==> src/rtl/fbrf_pkg.sv <==
package fbrf_pkg;

	// Default screen geometry.
	localparam int SCREEN_WIDTH_DEF  = 640;
	localparam int SCREEN_HEIGHT_DEF = 480;

	// Field widths of a command and a response.
	localparam int OP_W    = 2;
	localparam int X_W     = 10;
	localparam int Y_W     = 9;
	localparam int COLOR_W = 32;

	// Width of internal coordinates and limits; holds any screen dimension up to 8191.
	localparam int DIM_W = 13;

	// Operation codes.
	localparam logic [OP_W-1:0] OP_NONE = 2'd0;
	localparam logic [OP_W-1:0] OP_READ = 2'd1;
	localparam logic [OP_W-1:0] OP_FILL = 2'd2;

	typedef struct packed {
		logic [OP_W-1:0]    operation;
		logic [X_W-1:0]     left_x;
		logic [Y_W-1:0]     top_y;
		logic [X_W-1:0]     right_x;
		logic [Y_W-1:0]     bottom_y;
		logic [COLOR_W-1:0] fill_color;
	} cmd_t;

	typedef struct packed {
		logic               command_done;
		logic [COLOR_W-1:0] read_color;
	} rsp_t;

endpackage

==> src/rtl/fbrf_seq.sv <==
module fbrf_seq #(
	parameter int SCREEN_WIDTH  = fbrf_pkg::SCREEN_WIDTH_DEF,
	parameter int SCREEN_HEIGHT = fbrf_pkg::SCREEN_HEIGHT_DEF,
	parameter int AW            = 19
) (
	input  logic                         clk,
	input  logic                         arst_n,
	input  logic                         cmd_valid,
	output logic                         cmd_stall,
	input  fbrf_pkg::cmd_t               cmd,
	output logic                         res_valid,
	input  logic                         res_take,
	output fbrf_pkg::rsp_t               res,
	output logic                         mem_wr_en,
	output logic [AW-1:0]                mem_addr,
	output logic [fbrf_pkg::COLOR_W-1:0] mem_wdata,
	input  logic [fbrf_pkg::COLOR_W-1:0] mem_rdata
);

	localparam int DIM_W  = fbrf_pkg::DIM_W;
	localparam int PROD_W = fbrf_pkg::Y_W + DIM_W;

	localparam logic [DIM_W-1:0] WIDTH_V  = DIM_W'(SCREEN_WIDTH);
	localparam logic [DIM_W-1:0] HEIGHT_V = DIM_W'(SCREEN_HEIGHT);
	localparam logic [AW-1:0]    ROW_STEP = AW'(SCREEN_WIDTH);

	localparam logic [2:0] S_IDLE   = 3'd0;
	localparam logic [2:0] S_SETUP  = 3'd1;
	localparam logic [2:0] S_FILL   = 3'd2;
	localparam logic [2:0] S_RDISS  = 3'd3;
	localparam logic [2:0] S_RDWAIT = 3'd4;
	localparam logic [2:0] S_DONE   = 3'd5;

	logic [2:0]        state_q;
	fbrf_pkg::cmd_t    cmd_q;
	fbrf_pkg::rsp_t    res_q;
	logic [AW-1:0]     row_q;
	logic [DIM_W-1:0]  x_q;
	logic [DIM_W-1:0]  y_q;
	logic [DIM_W-1:0]  x_start;
	logic [DIM_W-1:0]  y_start;
	logic [DIM_W-1:0]  x_end;
	logic [DIM_W-1:0]  y_end;
	logic [DIM_W-1:0]  x_end_q;
	logic [DIM_W-1:0]  y_end_q;
	logic [DIM_W-1:0]  x_next;
	logic [DIM_W-1:0]  y_next;
	logic [PROD_W-1:0] row_prod;

	// Start point and clipped exclusive end of the rectangle.
	always_comb begin
		x_start  = DIM_W'(cmd_q.left_x);
		y_start  = DIM_W'(cmd_q.top_y);
		x_end    = (DIM_W'(cmd_q.right_x) > WIDTH_V) ? WIDTH_V : DIM_W'(cmd_q.right_x);
		y_end    = (DIM_W'(cmd_q.bottom_y) > HEIGHT_V) ? HEIGHT_V : DIM_W'(cmd_q.bottom_y);
		row_prod = PROD_W'(cmd_q.top_y) * PROD_W'(WIDTH_V);
		x_next   = x_q + 1'b1;
		y_next   = y_q + 1'b1;
	end

	// The address unit: row base plus column, shared by reads and fill writes.
	assign mem_addr  = row_q + AW'(x_q);
	assign mem_wdata = cmd_q.fill_color;
	assign mem_wr_en = (state_q == S_FILL);

	assign cmd_stall = (state_q != S_IDLE);
	assign res_valid = (state_q == S_DONE);
	assign res       = res_q;

	// Control sequencer.
	always_ff @(posedge clk or negedge arst_n) begin
		if (!arst_n) begin
			state_q <= S_IDLE;
		end else begin
			case (state_q)
				S_IDLE: begin
					if (cmd_valid) begin
						state_q <= S_SETUP;
					end
				end
				S_SETUP: begin
					case (cmd_q.operation)
						fbrf_pkg::OP_READ: begin
							if (x_start >= WIDTH_V || y_start >= HEIGHT_V) begin
								state_q <= S_DONE;
							end else begin
								state_q <= S_RDISS;
							end
						end
						fbrf_pkg::OP_FILL: begin
							if (x_start >= x_end || y_start >= y_end) begin
								state_q <= S_DONE;
							end else begin
								state_q <= S_FILL;
							end
						end
						default: state_q <= S_DONE;
					endcase
				end
				S_FILL: begin
					if (x_next == x_end_q && y_next == y_end_q) begin
						state_q <= S_DONE;
					end
				end
				S_RDISS:  state_q <= S_RDWAIT;
				S_RDWAIT: state_q <= S_DONE;
				S_DONE: begin
					if (res_take) begin
						state_q <= S_IDLE;
					end
				end
				default: state_q <= S_IDLE;
			endcase
		end
	end

	// Command, walk counters and result.
	always_ff @(posedge clk) begin
		case (state_q)
			S_IDLE: begin
				if (cmd_valid) begin
					cmd_q <= cmd;
				end
			end
			S_SETUP: begin
				row_q   <= AW'(row_prod);
				x_q     <= x_start;
				y_q     <= y_start;
				x_end_q <= x_end;
				y_end_q <= y_end;
				res_q.command_done <= (cmd_q.operation == fbrf_pkg::OP_READ) ||
					(cmd_q.operation == fbrf_pkg::OP_FILL);
				res_q.read_color   <= '0;
			end
			S_FILL: begin
				if (x_next == x_end_q) begin
					x_q   <= x_start;
					y_q   <= y_next;
					row_q <= row_q + ROW_STEP;
				end else begin
					x_q <= x_next;
				end
			end
			S_RDWAIT: begin
				res_q.read_color <= mem_rdata;
			end
			default: ;
		endcase
	end

endmodule

==> config.mk <==
export PLATFORM = sky130hd
export DESIGN_NAME = fbrf_seq
export DESIGN_NICKNAME = d
export VERILOG_FILES = /design/src/rtl/fbrf_pkg.sv /design/src/rtl/fbrf_seq.sv
export SDC_FILE = /design/constraint.sdc
export NUM_CORES = 1
export LEC_CHECK = 0
export BUFFER_PORTS_ARGS = -buffer_cell sky130_fd_sc_hd__buf_2
export CORE_ASPECT_RATIO = 1.25
export CORE_MARGIN = 5
export CORE_UTILIZATION = 55
export CTS_CLUSTER_SIZE = 8
export DETAILED_ROUTE_END_ITERATION = 8
export GPL_ROUTABILITY_DRIVEN = 0
export GPL_TIMING_DRIVEN = 0
export PLACE_DENSITY_LB_ADDON = 0.08
export RECOVER_POWER = 50
export SLEW_MARGIN = 20
export SYNTH_ARGS = -nofsm -noshare
export SYNTH_HDL_FRONTEND = slang
export SYNTH_SLANG_ARGS = --single-unit
==> constraint.sdc <==
create_clock -name clk -period 8.4 [get_ports clk]
set_input_delay 1.26 -clock clk [delete_from_list [all_inputs] [get_ports clk]]
set_output_delay 1.26 -clock clk [all_outputs]
set_load 0.01 [all_outputs]
==> results of run 1 <==
## logic make-up after synthesis
family	after synthesis	share of synthesized area (%)
simple gates	201	12.5
flops	165	59.1
buf+inv	99	6.30
compound gates	86	6.61
xor+xnor	63	6.76
fa+ha+maj	46	7.06
mux	10	1.68
## critical path: stages
cell      delay [ns]
clkbuf_1        0.13
inv_1           0.06
nor2_1          1.25
clkbuf_1        1.14
buf_16          0.26
## metal layers
| metal | wire [um] | up-vias | track usage [%] |
|---|---|---|---|
| li1 | - | 2807 | - |
| met1 | 7130 | 2712 | 24.2 |
| met2 | 9120 | 227 | 36.1 |
| met3 | 1700 | 36 | 8.04 |
| met4 | 457 | 0 | 7.26 |
| met5 | 0 | - | 0 |
## flip-flops by register name (all words and copies together), names as in the netlist
register / count
mem_wdata: 32
state_q: 3
row_q: 12
cmd_q: 40
y_q: 13
x_end_q: 10
y_end_q: 9
res: 33
x_q: 13
## layout by cell type, fill, tap and decap left out, types with 4 or more instances in the layout
| cell | n |
|---|---|
| buf_2 | 190 |
| edfxtp_1 | 162 |
| nand2_1 | 50 |
| ha_1 | 44 |
| inv_1 | 43 |
| buf_4 | 39 |
| xnor2_1 | 35 |
| nor2_1 | 34 |
| xor2_1 | 27 |
| o21ai_0 | 27 |
| and2_0 | 22 |
| clkbuf_1 | 21 |
| a21oi_1 | 18 |
| nand3_1 | 17 |
| clkbuf_16 | 17 |
| and2_1 | 16 |
| nand4_1 | 12 |
| and3_1 | 10 |
| a21o_1 | 9 |
| mux2_4 | 8 |
| nor4_1 | 8 |
| nor3_1 | 7 |
| or3_1 | 6 |
| o21bai_1 | 5 |
| nand2b_1 | 4 |
| clkinv_4 | 4 |
## cell type report
cell class / instances / area [um2]
clock inverters: 13 / 126
fillers: 1127 / 4780
repair buffers: 197 / 1010
plain buffers: 56 / 365
flip-flops and latches: 165 / 4940
multi-input cells: 406 / 2910
well taps: 182 / 228
inverters: 43 / 161
clock buffers: 18 / 429
## synth_stat cells, drive strengths merged, types with 4 or more instances
| library cell | number | share of area (%) |
|---|---|---|
| edfxtp | 162 | 58 |
| nand2 | 50 | 2.2 |
| ha | 44 | 6.6 |
| inv | 43 | 1.9 |
| buf | 40 | 3.6 |
| and2 | 39 | 2.9 |
| xnor2 | 35 | 3.7 |
| nor2 | 34 | 1.5 |
| o21ai | 28 | 1.7 |
| xor2 | 27 | 2.8 |
| a21oi | 18 | 1.1 |
| nand3 | 18 | 1.1 |
| clkbuf | 16 | 0.73 |
| nand4 | 12 | 0.90 |
| and3 | 10 | 0.75 |
| a21o | 9 | 0.81 |
| mux2 | 8 | 1.4 |
| nor4 | 8 | 0.60 |
| nor3 | 7 | 0.42 |
| or3 | 6 | 0.45 |
| o21bai | 5 | 0.45 |
| nand2b | 4 | 0.30 |
| o211ai | 4 | 0.42 |
## per-stage QoR
stage               power [mW]  utilization (%)  instance area [um2]
global route              3.69             68.0                10200
CTS                       3.50             68.2                10200
detailed placement        2.77             64.5                 9640
floorplan                 2.30                -                 8360
finish                    3.47             68.0                10200
global placement          2.70             63.9                 9560
## final timing paths
path | to | cells past startpoint | slack (ns) | from
max | mem_wdata[28] | 5 | 4.40 | cmd_valid
min | y_end_q[4] | 2 | 0.54 | cmd_q[36]
max reg2reg | mem_wdata[28] | 4 | 4.53 | state_q[0]
min reg2reg | y_end_q[4] | 2 | 0.54 | cmd_q[36]
max in group asynchronous | state_q[0] | 1 | 7.53 | arst_n
min in group asynchronous | state_q[2] | 1 | 0.68 | arst_n
## power by group through the flow
| stage | Clock, mW | Sequential [mW] | Combinational [mW] |
|---|---|---|---|
| 2_1_floorplan | 0 | 1.50 | 0.801 |
| 3_3_place_gp | 0 | 1.50 | 1.20 |
| 3_5_place_dp | 0 | 1.50 | 1.27 |
| 4_1_cts | 0.740 | 1.48 | 1.28 |
| 5_1_grt | 0.785 | 1.52 | 1.39 |
| 6_report | 0.729 | 1.49 | 1.25 |
==> results_tabular.tex, run 1 <==
\begin{tabular}{lr}
\hline
Metric & Value \\
\hline
\multicolumn{2}{l}{\textbf{Clock tree}} \\
\quad Number of instances resized during post-cts repair & 0 \\
\quad Clock Tree Buf Depth & 2 \\
\quad Post-CTS Hold Buffers & 0 \\
\quad TritonCTS clock tree & done \\
\quad H-tree Lvls & 4 \\
\quad TritonCTS Buffers & 17 \\
\quad Cell chosen for the clock root & clkbuf\_16 \\
\quad Sinks on Clock Net & 165 \\
\quad Skew-Pair Late Insertion Delay & 0.42 ns \\
\quad Clock-pin slew on the worst setup and hold paths & 0.06 ns \\
\quad Post-CTS Setup Inserts & 0 \\
\multicolumn{2}{l}{\textbf{Timing}} \\
\quad Peak Freq & between 0.2 and 0.3 GHz \\
\quad Summed negative setup slack over all endpoints & 0 ns \\
\quad Count of endpoints failing hold in the final timing report & 0 \\
\quad Setup-failing EPs final & 0 \\
\quad Clock period minus worst slack & about 4 ns \\
\quad Final Worst Setup Slack & 4.40 ns \\
\quad Setup repair after global routing missed its margin & false \\
\quad Slew at the pin closest to its max-slew limit & 1.68 ns \\
\quad Remaining max-slew budget at the tightest pin & -12.7\% \\
\quad Final hold slack & around 0.54 ns \\
\quad Final Skew & 0.0138 ns \\
\quad Final cycle utilization of the critical path & 47.6\% \\
\quad Final number of max-transition violations & 23 \\
\multicolumn{2}{l}{\textbf{Yosys}} \\
\quad Synth Warn \# & 0 \\
\quad Number of storage elements in the synthesis netlist & $\sim$170 \\
\quad Post-synthesis instance area & 8360 um2 \\
\quad Top flip-flop cell by instance count after synthesis & edfxtp\_1 \\
\quad Number of library cell types mapped by synthesis & 57 \\
\quad Synth Net Count & 824 \\
\quad Fraction of the yosys area taken by sequential cells & between 50\% and 60\% \\
\quad Average instance area after synthesis & between 10 and 15 um2 \\
\quad Post-synth EDFFs & 162 \\
\quad Async S/R FF share, synth & 1.82\% \\
\quad Post-Synthesis Cells & 670 \\
\multicolumn{2}{l}{\textbf{Placed design}} \\
\quad DP Cell Count & 1049 \\
\quad Half-perimeter wire length after detailed placement & around 15000 um \\
\quad Number of buffer cells added on primary ports & 194 \\
\quad Pre-CTS setup slack & 4.88 ns \\
\multicolumn{2}{l}{\textbf{Global routing}} \\
\quad Vias in the first global route & just over 6000 \\
\quad Largest net degree at the start of global routing & 33 \\
\quad Number of antenna violations at the first check in global routing & 0 \\
\quad Overall routing resource usage & 21.0\% \\
\quad GR Overflow Total & 0 \\
\quad Global-route wire length before repair & 29600 um \\
\multicolumn{2}{l}{\textbf{Outcome}} \\
\quad Failing checks & max-capacitance violations, max-slew violations \\
\quad Status & finished with violations \\
\multicolumn{2}{l}{\textbf{Floorplan}} \\
\quad Num rows & 50 \\
\quad Initial Util & 55.9\% \\
\quad Overall die width & around 120 um \\
\quad Area of the die & between 15000 and 20000 um2 \\
\quad Core Box Area & 15000 um2 \\
\quad I/O pin cnt & between 150 and 200 \\
\quad Chip Height & 148 um \\
\multicolumn{2}{l}{\textbf{Pwr}} \\
\quad Clock share of power & 21.0\% \\
\quad Leakage & 4.30 nW \\
\quad Portion of total power attributed to sequential cells & 42.9\% \\
\quad Combinational Power Share & 36.0\% \\
\quad Max IR drop VDD & 0.000219 V \\
\quad Total net switching power & around 1.2 mW \\
\quad Cell-internal power & roughly 2.2 mW \\
\quad Switching Share & between 30 and 40\% \\
\quad Pwr dens & between 300 and 400 nW/um2 \\
\multicolumn{2}{l}{\textbf{Finish}} \\
\quad Antenna Diode Count & 0 \\
\quad Area grow syn2layout & 21.6\% \\
\quad Share of final-layout standard cells stronger than drive strength 1 & 30.7\% \\
\quad Final cell count without fillers & about 1100 \\
\quad Number of nets in the layout & about 1000 \\
\multicolumn{2}{l}{\textbf{Critical path}} \\
\quad Arrival @ worst endpoint & 4.11 ns \\
\quad Sort of element at the end of the critical path & register \\
\quad Crit-path max FO & 26 \\
\quad Type of the worst setup path & primary input to register \\
\quad Required time of the worst setup path & 8.51 ns \\
\quad CP startpoint kind & primary input \\
\multicolumn{2}{l}{\textbf{Min path}} \\
\quad Class of the tightest hold or removal check & register to register \\
\multicolumn{2}{l}{\textbf{Flow run}} \\
\quad MaxCap Viol Count & 1 \\
\multicolumn{2}{l}{\textbf{Drt}} \\
\quad Via count normalized by instance count & 5.35 \\
\quad Wire length reported by the detailed router & 18400 um \\
\quad Post-route antenna net violation count & 0 \\
\quad Total DRC errors in the routed layout & 0 \\
\quad Detail-routed net length per standard cell & approximately 17 um \\
\quad Number of design-rule violations left by the first detailed-router iteration & 370 \\
\quad Number of vias after detailed routing & about 5800 \\
\quad Router iterations before antenna repair & 5 \\
\hline
\end{tabular}
(Power assumes the default switching activity.)
==> run 2: changes to the inputs <==
CORE_UTILIZATION = 49   (was 55)
clock period = 3.25 ns   (was 8.4 ns; I/O delays follow)
==> run 2 against run 1 <==
  * The run now ends clean
  * Sequential share of layout area down 0.23 points
  * Register-to-register slack worse by 4.4 ns
  * Power rose to 2.6 times the previous value
  * Critical path type is now register to register
  * Largest cell class unchanged
  * Highest routed layer unchanged
==> results_tabular.tex, run 2 (synthesis results as in run 1) <==
\begin{tabular}{lr}
\hline
Metric & Value \\
\hline
\multicolumn{2}{l}{\textbf{Timing}} \\
\quad Count of endpoints failing hold in the final timing report & 0 (unchanged) \\
\quad Clock period minus worst slack & 3.13 ns \\
\quad Final Skew & 0.0101 ns (was 0.0138 ns) \\
\quad Final number of max-transition violations & 0 (was 23) \\
\quad Summed negative setup slack over all endpoints & 0 ns (unchanged) \\
\quad Peak Freq & 0.319 GHz \\
\quad Remaining max-slew budget at the tightest pin & 27.4\% (was -12.7\%) \\
\quad Slew at the pin closest to its max-slew limit & 1.08 ns (was 1.68 ns) \\
\quad Setup repair after global routing missed its margin & false (unchanged) \\
\quad Setup-failing EPs final & 0 (unchanged) \\
\quad Final cycle utilization of the critical path & 96.4\% \\
\multicolumn{2}{l}{\textbf{Clock tree}} \\
\quad Skew-Pair Late Insertion Delay & 0.42 ns (about the same) \\
\quad Clock-pin slew on the worst setup and hold paths & 0.07 ns (was 0.06 ns) \\
\quad Cell chosen for the clock root & clkbuf\_16 (unchanged) \\
\quad TritonCTS clock tree & done (unchanged) \\
\quad Sinks on Clock Net & 165 (unchanged) \\
\quad TritonCTS Buffers & 17 (unchanged) \\
\quad Clock Tree Buf Depth & 2 (unchanged) \\
\quad H-tree Lvls & 4 (unchanged) \\
\multicolumn{2}{l}{\textbf{Drt}} \\
\quad Via count normalized by instance count & 5.03 (was 5.35) \\
\quad Detail-routed net length per standard cell & 16.4 um (was 17.1 um) \\
\quad Highest metal layer with signal wires & met4 (unchanged) \\
\quad Router iterations before antenna repair & 5 (unchanged) \\
\quad Post-route antenna net violation count & 0 (unchanged) \\
\quad Number of design-rule violations left by the first detailed-router iteration & 317 (was 370) \\
\quad Wire length the detailed router placed on met1 & 7640 um (was 7130 um) \\
\quad Routed met2 length & 8920 um (was 9120 um) \\
\quad Number of vias after detailed routing & 5656 (was 5782) \\
\quad Wire length reported by the detailed router & 18500 um (was 18400 um) \\
\quad Total DRC errors in the routed layout & 0 (unchanged) \\
\quad Detailed route wirelength on metal3 & 1700 um (about the same) \\
\multicolumn{2}{l}{\textbf{Critical path}} \\
\quad Library cell contributing the largest single delay on the critical path & or4b\_4 (was nor2\_1) \\
\quad Required time of the worst setup path & 3.42 ns (was 8.51 ns) \\
\quad Sort of element at the end of the critical path & register (unchanged) \\
\quad Type of the worst setup path & register to register (was primary input to register) \\
\quad Critical path cell sequence & nand4\_1 -> or4\_1 -> a211o\_1 -> o211ai\_2 -> or4b\_4 -> and2\_4 -> buf\_6 -> mux2\_4 (was clkbuf\_1 -> inv\_1 -> nor2\_1 -> clkbuf\_1 -> buf\_16) \\
\quad Startpoint of the lowest-slack register-to-register path & x\_q[0] (was state\_q[0]) \\
\quad Crit-path max FO & 10 (was 26) \\
\quad Delay of the slowest cell on the worst path & 0.57 ns (was 1.25 ns) \\
\quad Arrival @ worst endpoint & 3.30 ns (was 4.11 ns) \\
\quad End of the worst register-to-register path & x\_q[3] (was mem\_wdata[28]) \\
\quad Depth of the most critical reg-to-reg path & 8 (was 4) \\
\quad CP startpoint kind & register (was primary input) \\
\quad R2R setup slack & 0.12 ns (was 4.53 ns) \\
\multicolumn{2}{l}{\textbf{Global routing}} \\
\quad Vias in the first global route & 5883 (was 6109) \\
\quad Overall routing resource usage & 19.2\% (was 21.0\%) \\
\quad Largest net degree at the start of global routing & 33 (unchanged) \\
\quad Number of antenna violations at the first check in global routing & 0 (unchanged) \\
\quad GR Overflow Total & 0 (unchanged) \\
\quad Global-route wire length before repair & 30000 um (was 29600 um) \\
\multicolumn{2}{l}{\textbf{Finish}} \\
\quad Most common library cell in the layout ignoring fill and taps & edfxtp\_1 (was buf\_2) \\
\quad Leading cell types in the layout, fill and taps excluded & 162 x edfxtp\_1, 126 x buf\_2, 85 x clkbuf\_1 (was 190 x buf\_2, 162 x edfxtp\_1, 50 x nand2\_1) \\
\quad Final cell count without fillers & 1125 (was 1080) \\
\quad Share of final-layout standard cells stronger than drive strength 1 & 25.0\% (was 30.7\%) \\
\quad Multi-input gate area in the final layout & 2960 um2 (was 2910 um2) \\
\quad Fillcell total & 1403 (was 1127) \\
\quad Number of flip-flops in the largest register & 40 (unchanged) \\
\quad Post-route cell area & 10200 um2 (about the same) \\
\quad Number of nets in the layout & 1046 (was 1040) \\
\quad Antenna Diode Count & 0 (unchanged) \\
\quad Register with the most flip-flops & cmd\_q (unchanged) \\
\quad Area grow syn2layout & 22.2\% (was 21.6\%) \\
\quad FF+latch area & 4940 um2 (unchanged) \\
\multicolumn{2}{l}{\textbf{Floorplan}} \\
\quad Chip Height & 156 um (was 148 um) \\
\quad Overall die width & 127 um (was 120 um) \\
\quad Core Box Area & 16800 um2 (was 15000 um2) \\
\quad Area of the die & 19800 um2 (was 17800 um2) \\
\quad I/O pin cnt & 195 (unchanged) \\
\quad Initial Util & 49.8\% (was 55.9\%) \\
\quad Num rows & 53 (was 50) \\
\multicolumn{2}{l}{\textbf{Outcome}} \\
\quad Status & finished clean (was finished with violations) \\
\multicolumn{2}{l}{\textbf{Min path}} \\
\quad Startpoint of the tightest hold check path & cmd[25] (was cmd\_q[36]) \\
\quad Class of the tightest hold or removal check & primary input to register (was register to register) \\
\quad Worst hold endpoint & mem\_wdata[25] (was y\_end\_q[4]) \\
\quad Number of cells on the worst hold path & 1 (was 2) \\
\multicolumn{2}{l}{\textbf{Pwr}} \\
\quad Overall power after layout & 8.90 mW (was 3.47 mW) \\
\quad Pwr dens & 871 nW/um2 (was 341 nW/um2) \\
\quad Max IR drop VDD & 0.000471 V (was 0.000219 V) \\
\quad Leakage & 4.16 nW (was 4.30 nW) \\
\multicolumn{2}{l}{\textbf{Placed design}} \\
\quad Instance area at placement & 9710 um2 (was 9640 um2) \\
\quad Half-perimeter wire length after detailed placement & 14500 um (was 14600 um) \\
\quad DP Cell Count & 1087 (was 1049) \\
\quad Number of buffer cells added on primary ports & 194 (unchanged) \\
\multicolumn{2}{l}{\textbf{Flow run}} \\
\quad MaxCap Viol Count & 0 (was 1) \\
\hline
\end{tabular}
==> run 2: cell types whose count changed in the layout (fill, tap and decap cells not counted), moves of 2 or more <==
| cell | previous run | this run |
|---|---|---|
| clkbuf_1 | 21 | 85 |
| clkinv_2 | 1 | 4 |
| clkbuf_4 | 0 | 8 |
| buf_4 | 39 | 35 |
| inv_6 | 3 | 6 |
| and2_0 | 22 | 5 |
| a21oi_2 | 0 | 2 |
| buf_2 | 190 | 126 |
| nor4_2 | 0 | 2 |
| and2_1 | 16 | 33 |
| nor4_1 | 8 | 6 |
| a21oi_1 | 18 | 16 |
| clkinv_4 | 4 | 1 |
==> run 2: what timing repair did <==
item | CTS | global route
setup buffers | 0 | 4
hold endpoints to repair | 3 | 0
cloned | 1 | 0
pin swaps | 1 | 2
endpoints found under the setup margin | 26 | 37
resized for setup | 3 | 9
hold buffers | 1 | 0
==> run 2: cell type report <==
type	instances	area share, %
sequential	165	48.3
multi-input combinational	407	29.0
timing repair buffer	202	9.64
clock buffer	19	4.24
buffer	56	3.59
tap	220	2.69
inverter	43	1.58
clock inverter	13	0.943
==> run 2: routing by layer <==
| metal | global-route usage (%) | vias up |
|---|---|---|
| met5 | 0 | - |
| met4 | 5.72 | 0 |
| met3 | 7.81 | 15 |
| met2 | 31.3 | 196 |
| met1 | 23.6 | 2629 |
| li1 | - | 2816 |
==> run 2: critical path: cells and delay by family, from the launching register on <==
kind / cells / cell delay [ns]
AO/OA/AOI/OAI: 2 / 0.36
buffers and inverters: 1 / 0.15
flip-flops: 1 / 0.44
multiplexers: 1 / 0.31
AND/OR/NAND/NOR: 4 / 1.62
==> run 2: worst max path at each step <==
stage	startpoint	end	slack [ns]
global route	row_q[7]	mem_addr[15]	0.0005
floorplan	state_q[0]	cmd_q[32]	0.06
detailed placement	cmd_q[44]	state_q[2]	-0.18
CTS	x_q[0]	x_q[3]	0.02
finish	x_q[0]	x_q[3]	0.12
global placement	state_q[0]	mem_wdata[10]	-0.57
==> run 2: metrics by stage <==
stage / setup slack, ns / utilization [%] / hold slack, ns
after floorplan: 0.0634 / - / 0.192
after global placement: -0.569 / 57.3 / 0.298
after detailed placement: -0.185 / 57.9 / 0.304
after CTS: 0.0194 / 61.2 / 0.218
after global routing: 0.000540 / 60.9 / 0.213
final: 0.118 / 60.9 / 0.241
==> run 2: power by group <==
group	internal [mW]	total, mW	switching [mW]	leakage [nW]
registers	3.34	3.83	0.492	1.58
logic	1.36	3.24	1.89	2.33
clock network	0.987	1.82	0.834	0.259
total	5.68	8.90	3.21	4.16
